<file path="src/ntt_pkg.sv">
// Shared types and codes for the neighbor table with TTL aging.
package ntt_pkg;

    typedef enum logic [1:0] {
        CMD_ADD     = 2'd0,
        CMD_FIND    = 2'd1,
        CMD_CLEANUP = 2'd2,
        CMD_UNUSED  = 2'd3
    } t_cmd;

    typedef enum logic [2:0] {
        ST_UPDATED   = 3'd0,
        ST_ADDED     = 3'd1,
        ST_FOUND     = 3'd2,
        ST_NOT_FOUND = 3'd3,
        ST_FULL      = 3'd4,
        ST_CLEANUP   = 3'd5,
        ST_TOO_LONG  = 3'd6
    } t_status;

    typedef struct packed {
        logic [1:0]  command;
        logic [31:0] now_seconds;
        logic [47:0] sender_mac;
        logic [7:0]  chassis_subtype;
        logic [63:0] chassis_bytes;
        logic [7:0]  chassis_length;
        logic [7:0]  port_subtype;
        logic [63:0] port_bytes;
        logic [7:0]  port_length;
        logic [15:0] ttl_in_seconds;
    } t_in_item;

    typedef struct packed {
        logic [2:0]  status;
        logic [4:0]  slot_index;
        logic [47:0] found_mac;
        logic [15:0] found_ttl;
        logic [31:0] found_expiry;
        logic [5:0]  removed_count;
        logic [5:0]  neighbor_count;
    } t_out_item;

    // Controller to datapath
    typedef struct packed {
        logic load;      // capture input item, clear scan state
        logic rd;        // issue read at scan pointer
        logic eval;      // evaluate read data for the current entry
        logic wr_entry;  // write key/data to selected slot
        logic finish;    // form result into output register
    } t_ctrl;

    // Datapath to controller
    typedef struct packed {
        logic last;      // scan pointer at last slot
        logic too_long;  // captured id length out of range
        logic hit;       // match found so far
    } t_stat;

endpackage

</file>
<file path="src/ntt_ctrl.sv">
// Controller: sequences the table scan and the handshakes.
module ntt_ctrl (
    input  logic           i_clk,
    input  logic           i_rst_n,
    input  logic           i_valid,
    output logic           o_ready_in,
    output logic           o_valid_out,
    input  logic           i_ready_out,
    input  ntt_pkg::t_stat i_stat,
    output ntt_pkg::t_ctrl o_ctrl
);
    typedef enum logic [2:0] {
        S_IDLE, S_CHECK, S_READ, S_EVAL, S_WRITE, S_DONE, S_OUT
    } t_state;

    t_state r_state;
    logic   r_last_rd;
    logic   r_out_valid;

    assign o_ready_in  = (r_state == S_IDLE);
    assign o_valid_out = r_out_valid;

    always_comb begin
        o_ctrl          = '0;
        o_ctrl.load     = (r_state == S_IDLE) && i_valid;
        o_ctrl.rd       = (r_state == S_READ);
        o_ctrl.eval     = (r_state == S_EVAL);
        o_ctrl.wr_entry = (r_state == S_WRITE);
        o_ctrl.finish   = (r_state == S_DONE);
    end

    always_ff @(posedge i_clk) begin
        if (!i_rst_n) begin
            r_state     <= S_IDLE;
            r_last_rd   <= 1'b0;
            r_out_valid <= 1'b0;
        end else begin
            unique case (r_state)
                S_IDLE:  if (i_valid) r_state <= S_CHECK;
                S_CHECK: r_state <= i_stat.too_long ? S_DONE : S_READ;
                S_READ: begin
                    r_last_rd <= i_stat.last;
                    r_state   <= S_EVAL;
                end
                S_EVAL:  r_state <= r_last_rd ? S_WRITE : S_READ;
                S_WRITE: r_state <= S_DONE;
                S_DONE: begin
                    r_out_valid <= 1'b1;
                    r_state     <= S_OUT;
                end
                S_OUT: if (i_ready_out) begin
                    r_out_valid <= 1'b0;
                    r_state     <= S_IDLE;
                end
                default: r_state <= S_IDLE;
            endcase
        end
    end

endmodule

</file>
<file path="config.mk">
export PLATFORM = sky130hd
export DESIGN_NAME = ntt_ctrl
export DESIGN_NICKNAME = d
export VERILOG_FILES = /design/src/ntt_pkg.sv /design/src/ntt_ctrl.sv
export SDC_FILE = /design/constraint.sdc
export NUM_CORES = 1
export LEC_CHECK = 0
export BUFFER_PORTS_ARGS = -buffer_cell sky130_fd_sc_hd__buf_2
export CORE_AREA = 3 3 40 42
export DETAILED_ROUTE_END_ITERATION = 10
export DIE_AREA = 0 0 43 45
export GPL_TIMING_DRIVEN = 1
export HOLD_SLACK_MARGIN = 0.02
export PLACE_DENSITY_LB_ADDON = 0.1
export SLEW_MARGIN = 20
export SYNTH_ARGS = -nofsm -noshare
export SYNTH_HDL_FRONTEND = slang
export SYNTH_SLANG_ARGS = --single-unit
export TNS_END_PERCENT = 10
</file>
<file path="constraint.sdc">
create_clock -name i_clk -period 0.8 [get_ports i_clk]
set_input_delay 0.08 -clock i_clk [delete_from_list [all_inputs] [get_ports i_clk]]
set_output_delay 0.08 -clock i_clk [all_outputs]
set_load 0.02 [all_outputs]
</file>
# Word level (Yosys, flattened, before mapping)
# Index checks and enable logic that the tools add are counted.
# classes
muxes,7
n_reduce_logical,5
eq_ne,8
# op_table
operator,n
$pmux 3 s7,1
$mux 3,4
$eq 3x3->1 const B,3
$eq 3x2->1 const B,2
$ne 2x2->1 const B,2
$reduce_and 2->1,2
$eq 3x1->1 const B,1
$logic_not 3->1,1
$pmux 1 s2,1
$reduce_bool 2->1,1
$logic_and 1x1->1,1
$mux 1,1
# word_totals
ff_bits,5
output_inout_bits,7
word_cells,23
in_bits,7

# Longest topological paths before layout
# Gate-level depths: netlist of the first run.
# logic_depth
ltp_word,3
ltp_mapped,4
depth_no_buf,3

# Worst setup path before layout of the first run
# No wires, ideal clock.
# synth_path
path_type,register to output
start,reg r_state[1]
end,out o_ctrl[4] (netlist name)
t_arrival_ns,1.117
slack_ns,-0.397
stages_incl_launch_ff,4
required_time_ns,0.720
cell_sequence,dfxtp_1 -> buf_2 -> nor3_2 -> and2_1
# synth_lines
item,line_no,text
"start, declared",ntt_ctrl.sv:16,t_state r_state;
"start signal, assigned",ntt_ctrl.sv:40,S_CHECK: r_state <= i_stat.too_long ? S_DONE : S_READ;
"start signal, assigned",ntt_ctrl.sv:45,S_EVAL: r_state <= r_last_rd ? S_WRITE : S_READ;
"end, declared",ntt_ctrl.sv:10,output ntt_pkg::t_ctrl o_ctrl

==> flow_summary.json, run 1 <==
{
  "path_delay_family": "flip-flops",
  "violations": "negative setup slack",
  "holdCritPathClass": "primary input to flop",
  "floorplan.core_area_sq_mm": 0.00128,
  "dpl-instance-area_sq_um": 420,
  "vdd_drop_max_v": 0.000817,
  "finalSetupViolCount": 11,
  "pin_count_of_the_biggest_net_entering_global_routing": 14,
  "path_cells": "buf_4 -> nor3_4 -> and2_4 -> buf_6",
  "design.portCount": 14,
  "post_detailed_route_drc_marker_count": 0,
  "die-width_um": 43,
  "critical-path-max-stage-delay_ps": 330,
  "grt_first_pass_wirelength_um": 1490,
  "port_buffers": 12,
  "detailedRoute.firstPassIterationCount": 2,
  "cts_root_buffer": "sky130_fd_sc_hd__clkbuf_4",
  "postCtsHoldBufs": 0,
  "finalClockSkew_ps": 2.09,
  "achievable-frequency_ghz": 0.842,
  "cp.arrival_ps": 1110,
  "setup.worst_path.class": "flop to primary output",
  "wl_met2_um": 344,
  "vias": 325,
  "globalRoute.totalOverflow": 0,
  "ys.warnings.count": 0,
  "cts_num_sinks": 5,
  "worstPathMaxFanout": 5,
  "clock_tree.buffer_depth": 2,
  "worstMarginPinSlew_ps": 233,
  "grt_setup_unrepaired": "true",
  "cp-end-kind": "primary output",
  "floorplan.initialDensity": 0.238,
  "cts_tree": "built",
  "dominant_combinational_cell_family_by_area_after_synthesis": "simple AND/OR/NAND/NOR gates",
  "ant_nets_after_route": 0,
  "crit_path_start_kind": "flop",
  "m1WireLength_um": 349,
  "globalRouteTotalUtil": 0.109,
  "post_route_cells_drive_above_1_share": 0.582,
  "synthesis.area_sq_um": 305,
  "antenna-diode-count": 0,
  "synth.distinct_cells": 24,
  "synth.mux.area_fraction": 0.0328,
  "dieHeight_um": 45,
  "route.detailed.wl_per_inst_um": 11.0,
  "yosys.area_share.adder": 0,
  "p_leak_nw": 0.231,
  "number_of_max_cap_violations": 0,
  "first_iter_violations": 1,
  "slew-limit-headroom": 0.843,
  "yosys.area_share.simple": 0.402,
  "run_status": "finished, violations left",
  "finalHoldWorstSlack_ps": 77.8,
  "synth_cells": 37,
  "vias_in_the_first_global_route": 360,
  "post_synthesis_average_cell_area_sq_um": 8.25,
  "setup-tns-final_ps": -2690,
  "rows": 13,
  "finalWeightedCongestion": 0.800,
  "dp_hpwl_um": 578,
  "post-route-cell-area_sq_um": 512,
  "cts.clk_slew.worst_paths_ps": 50,
  "final.period_utilization": 1.48,
  "worstPathRequired_ps": 720,
  "route.final.wire_length_um": 772,
  "topRoutingLayerUsed": "met4",
  "synth-seq-cells": 5,
  "cp.buffers_inverters": 2,
  "crit_slowest_cell": "sky130_fd_sc_hd__dfxtp_2",
  "share_of_synthesized_area_occupied_by_flip_flops_and_latches": 0.328,
  "final_hold_viol_count": 0,
  "detailroute.wirelength.met3_um": 49,
  "drt-vias-per-instance": 4.64,
  "cts_htree_levels": 1,
  "die-area_sq_mm": 0.00194,
  "area_delta_synth_final_pct": 67.6,
  "yosys-top-cells-area": "sky130_fd_sc_hd__dfxtp_1 (33%), sky130_fd_sc_hd__nor3_2 (6.6%), sky130_fd_sc_hd__a21oi_1 (4.9%), sky130_fd_sc_hd__o21ai_0 (4.9%), sky130_fd_sc_hd__and2_1 (4.1%)",
  "post-synth-top-area-cell": "sky130_fd_sc_hd__dfxtp_1",
  "nNetsFinal": 63,
  "cts-buffers-inserted": 3,
  "proportion_of_netlist_area_held_by_the_largest_area_contributor": 0.328,
  "period_needed_ps": 1190,
  "power.density_mw_per_mm2": 1820,
  "antenna_violations_before_repair": 0,
  "final_util": 0.398,
  "finalWorstSetupSlack_ps": -388,
  "post_synth_xor_area_fraction": 0,
  "mappedNetlistNets": 44,
  "worstSkewPairLatency_ps": 250,
  "synth_compound_gate_area_share": 0.168,
  "timing_max_transition_violations_final": 0
}
-- what timing repair did --
| action | in CTS | in global routing |
|---|---|---|
| pin swaps | 2 | 4 |
| gates resized for setup | 11 | 10 |
| endpoints found under the setup margin | 12 | 12 |
| buffers inserted | 1 | 0 |
-- cells in the mapped netlist --
cell / n
sky130_fd_sc_hd__and2_1: 2
sky130_fd_sc_hd__nor2_1: 2
sky130_fd_sc_hd__nor3_2: 2
sky130_fd_sc_hd__dfxtp_1: 5
sky130_fd_sc_hd__nand2_1: 2
sky130_fd_sc_hd__o21ai_1: 1
sky130_fd_sc_hd__and3_1: 1
sky130_fd_sc_hd__inv_1: 1
sky130_fd_sc_hd__nand4b_1: 1
sky130_fd_sc_hd__nor2b_1: 1
sky130_fd_sc_hd__o211a_1: 1
sky130_fd_sc_hd__a31oi_1: 1
sky130_fd_sc_hd__nand3_1: 1
sky130_fd_sc_hd__mux2i_1: 1
sky130_fd_sc_hd__nand3b_1: 1
sky130_fd_sc_hd__nor4_1: 1
sky130_fd_sc_hd__nand2b_1: 1
sky130_fd_sc_hd__buf_2: 2
sky130_fd_sc_hd__o21ai_0: 3
sky130_fd_sc_hd__a21oi_1: 3
sky130_fd_sc_hd__buf_4: 1
sky130_fd_sc_hd__nor3b_1: 1
sky130_fd_sc_hd__and3b_1: 1
sky130_fd_sc_hd__nor3b_2: 1
-- final timing paths --
kind | startpoint | endpoint | slack, ps | depth (start not counted)
worst max-delay path | r_state[1]$_SDFFE_PN0P_ | o_ctrl[4] | -390 | 4
worst min register to register | r_last_rd$_SDFFE_PN0P_ | r_state[2]$_SDFFE_PN0P_ | 530 | 2
worst min-delay path | i_stat[2] | r_last_rd$_SDFFE_PN0P_ | 80 | 3
worst max register to register | r_state[0]$_SDFFE_PN0P_ | r_state[0]$_SDFFE_PN0P_ | -190 | 3
-- layer usage --
metal	global-route usage	vias to the layer above
li1	-	168
met1	0.132	142
met2	0.147	12
met3	0.0359	3
met4	0.108	0
met5	0	-
-- worst min-delay path, stage by stage --
cell                      delay [ps]
sky130_fd_sc_hd__buf_2            70
sky130_fd_sc_hd__mux2i_1          60
sky130_fd_sc_hd__nor2_1           80
-- metrics by stage --
step / power (mW) / setup WS, ps / std cells
floorplan: 0.501 / -244 / 37
global placement: 0.578 / -202 / 65
detailed placement: 0.582 / -218 / 65
CTS: 0.921 / -412 / 70
global route: 1.01 / -457 / 70
finish: 0.929 / -388 / 70
-- cell type report --
type                    count  area, sq um
flip-flops and latches      5          110
inverters                   1         3.75
clock buffers               4         26.3
multi-input cells          28          218
well taps                  15         18.8
fillers                   142          773
repair buffers             17          135
-- cell families after synthesis --
family	count (synthesis)
AND/OR/NAND/NOR	18
AO/OA/AOI/OAI	9
flip-flops	5
buffers and inverters	4
multiplexers	1
-- sequential cells by signal, summed over array words and instances (netlist names) --
name,cells
r_state,3
o_valid_out,1
r_last_rd,1
-- placed cells by master (no fill, tap or decap), types with 2 or more instances in the layout --
cell and n:
sky130_fd_sc_hd__and2_4 2, sky130_fd_sc_hd__dfxtp_2 2, sky130_fd_sc_hd__nor2_1 2, sky130_fd_sc_hd__buf_6 6, sky130_fd_sc_hd__nand2_1 2, sky130_fd_sc_hd__dfxtp_4 2
sky130_fd_sc_hd__buf_2 6, sky130_fd_sc_hd__buf_4 5, sky130_fd_sc_hd__o21ai_1 2, sky130_fd_sc_hd__a21oi_1 3, sky130_fd_sc_hd__clkbuf_4 3
-- report_power, final --
group | total, mW | switching [mW] | leakage [nW] | internal, mW
Combinational | 0.306 | 0.139 | 0.173 | 0.166
Sequential | 0.321 | 0.0467 | 0.0431 | 0.275
Clock | 0.302 | 0.113 | 0.0150 | 0.189
Note: power is estimated with default switching activity, not from simulation.
==> inputs of run 2 (changes only) <==
MAX_ROUTING_LAYER = met4   (was unset)
PLACE_DENSITY = 0.59   (was unset)
PLACE_DENSITY_LB_ADDON = unset   (was 0.1)
==> run 2 against run 1 <==
Clock-buffer cell count unchanged. First-iteration DRC count increased by 100%. The run still ends with negative setup slack left. Combinational power about the same. Sequential power increased by 3%. Largest cell class unchanged. Register-to-register slack got worse by 130 ps. Cell count increased by 1.4%. Non-clock buffer count increased by 1. Via count increased by 4.3%. Maximum frequency increased by 1.2%.
==> flow_summary.json, run 2 (synthesis results as in run 1) <==
{
  "final_util": 0.416,
  "drt-vias-per-instance": 4.77,
  "nNetsFinal": 64,
  "cts_htree_levels": 1,
  "crit_path_start_kind": "flop",
  "worstMarginPinSlew_ps": 239,
  "rows": 13,
  "clock_tree.buffer_depth": 2,
  "cts_root_buffer": "sky130_fd_sc_hd__clkbuf_4",
  "finalWeightedCongestion": 0.779,
  "die-area_sq_mm": 0.00194,
  "route.detailed.wl_per_inst_um": 10.6,
  "setup.worst_path.class": "flop to primary output",
  "vdd_drop_max_v": 0.000754,
  "power.density_mw_per_mm2": 1740,
  "cts_tree": "built",
  "vias": 339,
  "antenna_violations_before_repair": 0,
  "run_status": "finished, violations left",
  "fin_total_pwr_uw": 930,
  "finalClockSkew_ps": 7.26,
  "floorplan.initialDensity": 0.238,
  "dp_hpwl_um": 533,
  "route.final.wire_length_um": 756,
  "final_hold_viol_count": 0,
  "die-width_um": 43,
  "slew-limit-headroom": 0.839,
  "dpl-instance-area_sq_um": 428,
  "port_buffers": 12,
  "critical-path-max-stage-delay_ps": 430,
  "mostFrequentLayoutCells": "sky130_fd_sc_hd__buf_6 (7), sky130_fd_sc_hd__buf_2 (6), sky130_fd_sc_hd__o21ai_1 (4), sky130_fd_sc_hd__buf_4 (4)",
  "timing_max_transition_violations_final": 0,
  "post_route_cells_drive_above_1_share": 0.589,
  "cts.clk_slew.worst_paths_ps": 40,
  "number_of_max_cap_violations": 0,
  "finalWorstSetupSlack_ps": -373,
  "place_inst": 66,
  "path_cells": "nor2b_4 -> and2_4 -> buf_6",
  "ant_nets_after_route": 0,
  "worstSkewPairLatency_ps": 240,
  "first_iter_violations": 2,
  "achievable-frequency_ghz": 0.852,
  "globalRoute.totalOverflow": 0,
  "p_leak_nw": 0.242,
  "violations": "negative setup slack",
  "cp-end-kind": "primary output",
  "grt_setup_unrepaired": "true",
  "dieHeight_um": 45,
  "antenna-diode-count": 0,
  "post_detailed_route_drc_marker_count": 0,
  "top_reg_by_flops": "r_state",
  "pin_count_of_the_biggest_net_entering_global_routing": 14,
  "cts_num_sinks": 5,
  "finalSetupViolCount": 11,
  "vias_in_the_first_global_route": 310,
  "detailedRoute.firstPassIterationCount": 4,
  "globalRouteTotalUtil": 0.0926,
  "cp.arrival_ps": 1090,
  "worstPathMaxFanout": 13,
  "final.period_utilization": 1.47,
  "layout.cells.most_common": "sky130_fd_sc_hd__buf_6",
  "post-route-cell-area_sq_um": 534,
  "holdCritPathClass": "primary input to flop",
  "period_needed_ps": 1170,
  "crit_slowest_cell": "sky130_fd_sc_hd__dfxtp_4",
  "grt_first_pass_wirelength_um": 1280,
  "largest_reg_flops": 3,
  "worstPathRequired_ps": 720,
  "final_cell_count_no_fill": 71,
  "area_delta_synth_final_pct": 75.0,
  "floorplan.core_area_sq_mm": 0.00128,
  "design.portCount": 14,
  "cts-buffers-inserted": 3
}
[run 2: cell types whose count changed in the layout (fill, tap and decap cells not counted), sizes merged]
cell / before / now
dlygate4sd2: 0 / 1
[run 2: worst paths after layout]
kind | from | to | slack, ps | depth (start not counted)
worst max-delay path | r_state[2]$_SDFFE_PN0P_ | o_ctrl[0] | -370 | 3
worst min-delay path | i_stat[2] | r_last_rd$_SDFFE_PN0P_ | 80 | 3
worst max register to register | r_state[1]$_SDFFE_PN0P_ | r_state[0]$_SDFFE_PN0P_ | -320 | 4
worst min register to register | r_last_rd$_SDFFE_PN0P_ | r_state[2]$_SDFFE_PN0P_ | 520 | 2
[run 2: worst max-delay path, delay by kind of cell (launching register included)]
family / cells / cell delay (ps)
AND/OR/NAND/NOR: 2 / 320
flip-flops: 1 / 430
buffers and inverters: 1 / 110
[run 2: final cells by class]
cell class	count	area, sq um
Fill cell	129	751
Inverter	1	3.75
Timing Repair Buffer	18	148
Tap cell	15	18.8
Sequential cell	5	113
Clock buffer	4	26.3
Multi-Input combinational cell	28	225
[run 2: layer usage]
metal,vias up,wire (um),share of wire,GRT usage
li1,175,-,-,-
met3,0,73,0.097,0.0438
met4,0,0,0,0.0542
met5,-,0,0,-
met1,153,340,0.45,0.113
met2,11,341,0.45,0.123
[run 2: repair_timing]
| action | CTS | global route |
|---|---|---|
| gates cloned | 0 | 0 |
| pin swaps | 3 | 3 |
| hold buffers | 0 | 0 |
| setup endpoints to repair | 12 | 12 |
| resized for setup | 16 | 10 |
| buffers inserted | 1 | 0 |
[run 2: metrics by stage]
step | setup TNS [ps] | setup slack (ps) | hold WS (ps)
5_1_grt | -3790 | -447 | 96.0
6_report | -3090 | -373 | 80.6
4_1_cts | -3320 | -403 | 78.9
3_3_place_gp | -1600 | -225 | 327
2_1_floorplan | -1100 | -244 | 204
3_5_place_dp | -1720 | -219 | 328
[run 2: report_power, final]
part | internal, mW | total [mW] | switching (mW) | leakage (nW)
Sequential | 0.274 | 0.330 | 0.0564 | 0.0434
Clock | 0.189 | 0.291 | 0.102 | 0.0150
Combinational | 0.177 | 0.309 | 0.132 | 0.183
==> inputs of run 3 (changes only) <==
CTS_BUF_LIST = sky130_fd_sc_hd__clkbuf_16   (was unset)
HOLD_SLACK_MARGIN = 0.03   (was 0.02)
==> run 3 against run 2 <==
Worst hold slack gained 11 ps. Via count is 0.29% lower. Wire length is 2.6% higher. Global-route usage rose by 0.51 points. Critical path depth stayed put. Sequential share of layout area shrank 1.9 points. Total power up 56%. First-iteration DRC count rose to 2.5 times the previous value. The run still ends with negative setup slack left.
==> flow_summary.json, run 3 (synthesis results as in run 1) <==
{
  "run_status": "finished, violations left",
  "violations": "negative setup slack",
  "area_delta_synth_final_pct": 92.2,
  "setup.worst_path.class": "flop to primary output",
  "critical_r2r_launch": "r_state[1]$_SDFFE_PN0P_",
  "dp_hpwl_um": 533,
  "nNetsFinal": 64,
  "finalClockSkew_ps": 2.57,
  "cp.arrival_ps": 1080,
  "finalSetupViolCount": 11,
  "worstPathRequired_ps": 720,
  "p_leak_nw": 0.269,
  "multiInputGateArea_sq_um": 225,
  "globalRouteTotalUtil": 0.0978,
  "final.period_utilization": 1.45,
  "worstSkewPairLatency_ps": 230,
  "die-area_sq_mm": 0.00194,
  "design.portCount": 14,
  "first_iter_violations": 5,
  "route.final.wire_length_um": 776,
  "power.density_mw_per_mm2": 2470,
  "grt_first_pass_wirelength_um": 1300,
  "finalHoldWorstSlack_ps": 91.9,
  "post_detailed_route_drc_marker_count": 0,
  "vias_in_the_first_global_route": 301,
  "layout.cells.most_common": "sky130_fd_sc_hd__buf_6",
  "whs_path_depth": 3,
  "floorplan.core_area_sq_mm": 0.00128,
  "final_hold_viol_count": 0,
  "cts_root_buffer": "sky130_fd_sc_hd__clkbuf_16",
  "detailedRoute.firstPassIterationCount": 4,
  "hold_path_end": "r_last_rd$_SDFFE_PN0P_",
  "largest_reg_flops": 3,
  "cts-buffers-inserted": 3,
  "slew-limit-headroom": 0.838,
  "place_inst": 66,
  "timing.rr.end": "r_state[0]$_SDFFE_PN0P_",
  "antenna_violations_before_repair": 0,
  "drt-vias-per-instance": 4.76,
  "top_reg_by_flops": "r_state",
  "finalWeightedCongestion": 0.779,
  "reg2regPathDepth": 4,
  "cts_num_sinks": 5,
  "dpl-instance-area_sq_um": 428,
  "globalRoute.totalOverflow": 0,
  "clock_tree.buffer_depth": 2,
  "route.detailed.wl_per_inst_um": 10.9,
  "topRoutingLayerUsed": "met4",
  "crit_path_start_kind": "flop",
  "worstMarginPinSlew_ps": 242,
  "ant_nets_after_route": 0,
  "vdd_drop_max_v": 0.00107,
  "worstPathMaxFanout": 13,
  "post-route-cell-area_sq_um": 587,
  "port_buffers": 12,
  "timing_max_transition_violations_final": 0,
  "ff2ff_setup_slack_ps": -320,
  "dieHeight_um": 45,
  "cp-end-kind": "primary output",
  "setup-tns-final_ps": -3010,
  "postCtsHoldBufs": 0,
  "die-width_um": 43,
  "post_route_cells_drive_above_1_share": 0.589,
  "final_cell_count_no_fill": 71,
  "rows": 13,
  "period_needed_ps": 1160,
  "pin_count_of_the_biggest_net_entering_global_routing": 14,
  "wl_met2_um": 323,
  "cts_htree_levels": 1,
  "final_util": 0.457,
  "grt_setup_unrepaired": "true",
  "vias": 338,
  "number_of_max_cap_violations": 0,
  "m1WireLength_um": 342,
  "finalWorstSetupSlack_ps": -359,
  "holdCritPathClass": "primary input to flop",
  "floorplan.initialDensity": 0.238,
  "detailroute.wirelength.met3_um": 86,
  "timing.hold.worst.start": "i_stat[2]",
  "cts.clk_slew.worst_paths_ps": 30,
  "fill_cells": 121,
  "antenna-diode-count": 0,
  "achievable-frequency_ghz": 0.863,
  "mostFrequentLayoutCells": "sky130_fd_sc_hd__buf_6 (7), sky130_fd_sc_hd__buf_2 (6), sky130_fd_sc_hd__o21ai_1 (4), sky130_fd_sc_hd__buf_4 (4)",
  "seqCellArea_sq_um": 113,
  "cts_tree": "built"
}
==> run 3: how the worst max path moves through the flow <==
stage,startpoint,endpoint,slack (ps),cells past startpoint
final,r_state[2]$_SDFFE_PN0P_,o_ctrl[0],-360,3
after global routing,r_state[1]$_SDFFE_PN0P_,o_ctrl[4],-420,4
after CTS,r_state[1]$_SDFFE_PN0P_,o_ctrl[0],-380,4
after detailed placement,r_state[2]$_SDFFE_PN0P_,o_ctrl[0],-220,3
after global placement,r_state[2]$_SDFFE_PN0P_,o_ctrl[0],-220,3
after floorplan,r_state[2]$_SDFFE_PN0P_,o_ctrl[4],-240,3
==> run 3: repair_timing <==
action | 4_1_cts | 5_1_grt
gates resized for setup | 16 | 10
pin swaps | 3 | 2
endpoints found under the setup margin | 12 | 12
endpoints found under the hold margin | 0 | 0
setup buffers | 1 | 0
==> run 3: layout make-up <==
type                    instances  share of cell area
flip-flops and latches          5               0.192
clock buffers                   3               0.128
multi-input cells              28               0.384
clock inverters                 1             0.00640
repair buffers                 18               0.252
inverters                       1             0.00640
well taps                      15              0.0320
==> run 3: per-layer routing <==
layer	vias up	global-route usage
li1	173	-
met1	148	0.116
met2	15	0.120
met3	2	0.0438
met4	0	0.0904
met5	-	-
==> run 3: critical path, stage by stage, from the launching register on <==
cell	delay [ps]
sky130_fd_sc_hd__dfxtp_4	430
sky130_fd_sc_hd__nor2b_4	180
sky130_fd_sc_hd__and2_4	140
sky130_fd_sc_hd__buf_6	110
==> run 3: through the flow <==
step	setup slack (ps)	power, mW
global route	-415	1.51
detailed placement	-219	0.584
global placement	-225	0.581
CTS	-376	1.44
floorplan	-244	0.501
finish	-359	1.45
==> run 3: where the power goes <==
part	total [mW]	internal [mW]	switching (mW)	leakage, nW
Sequential	0.331	0.275	0.0560	0.0434
Clock	0.807	0.647	0.160	0.0423
Combinational	0.310	0.178	0.133	0.183
Total	1.45	1.10	0.349	0.269
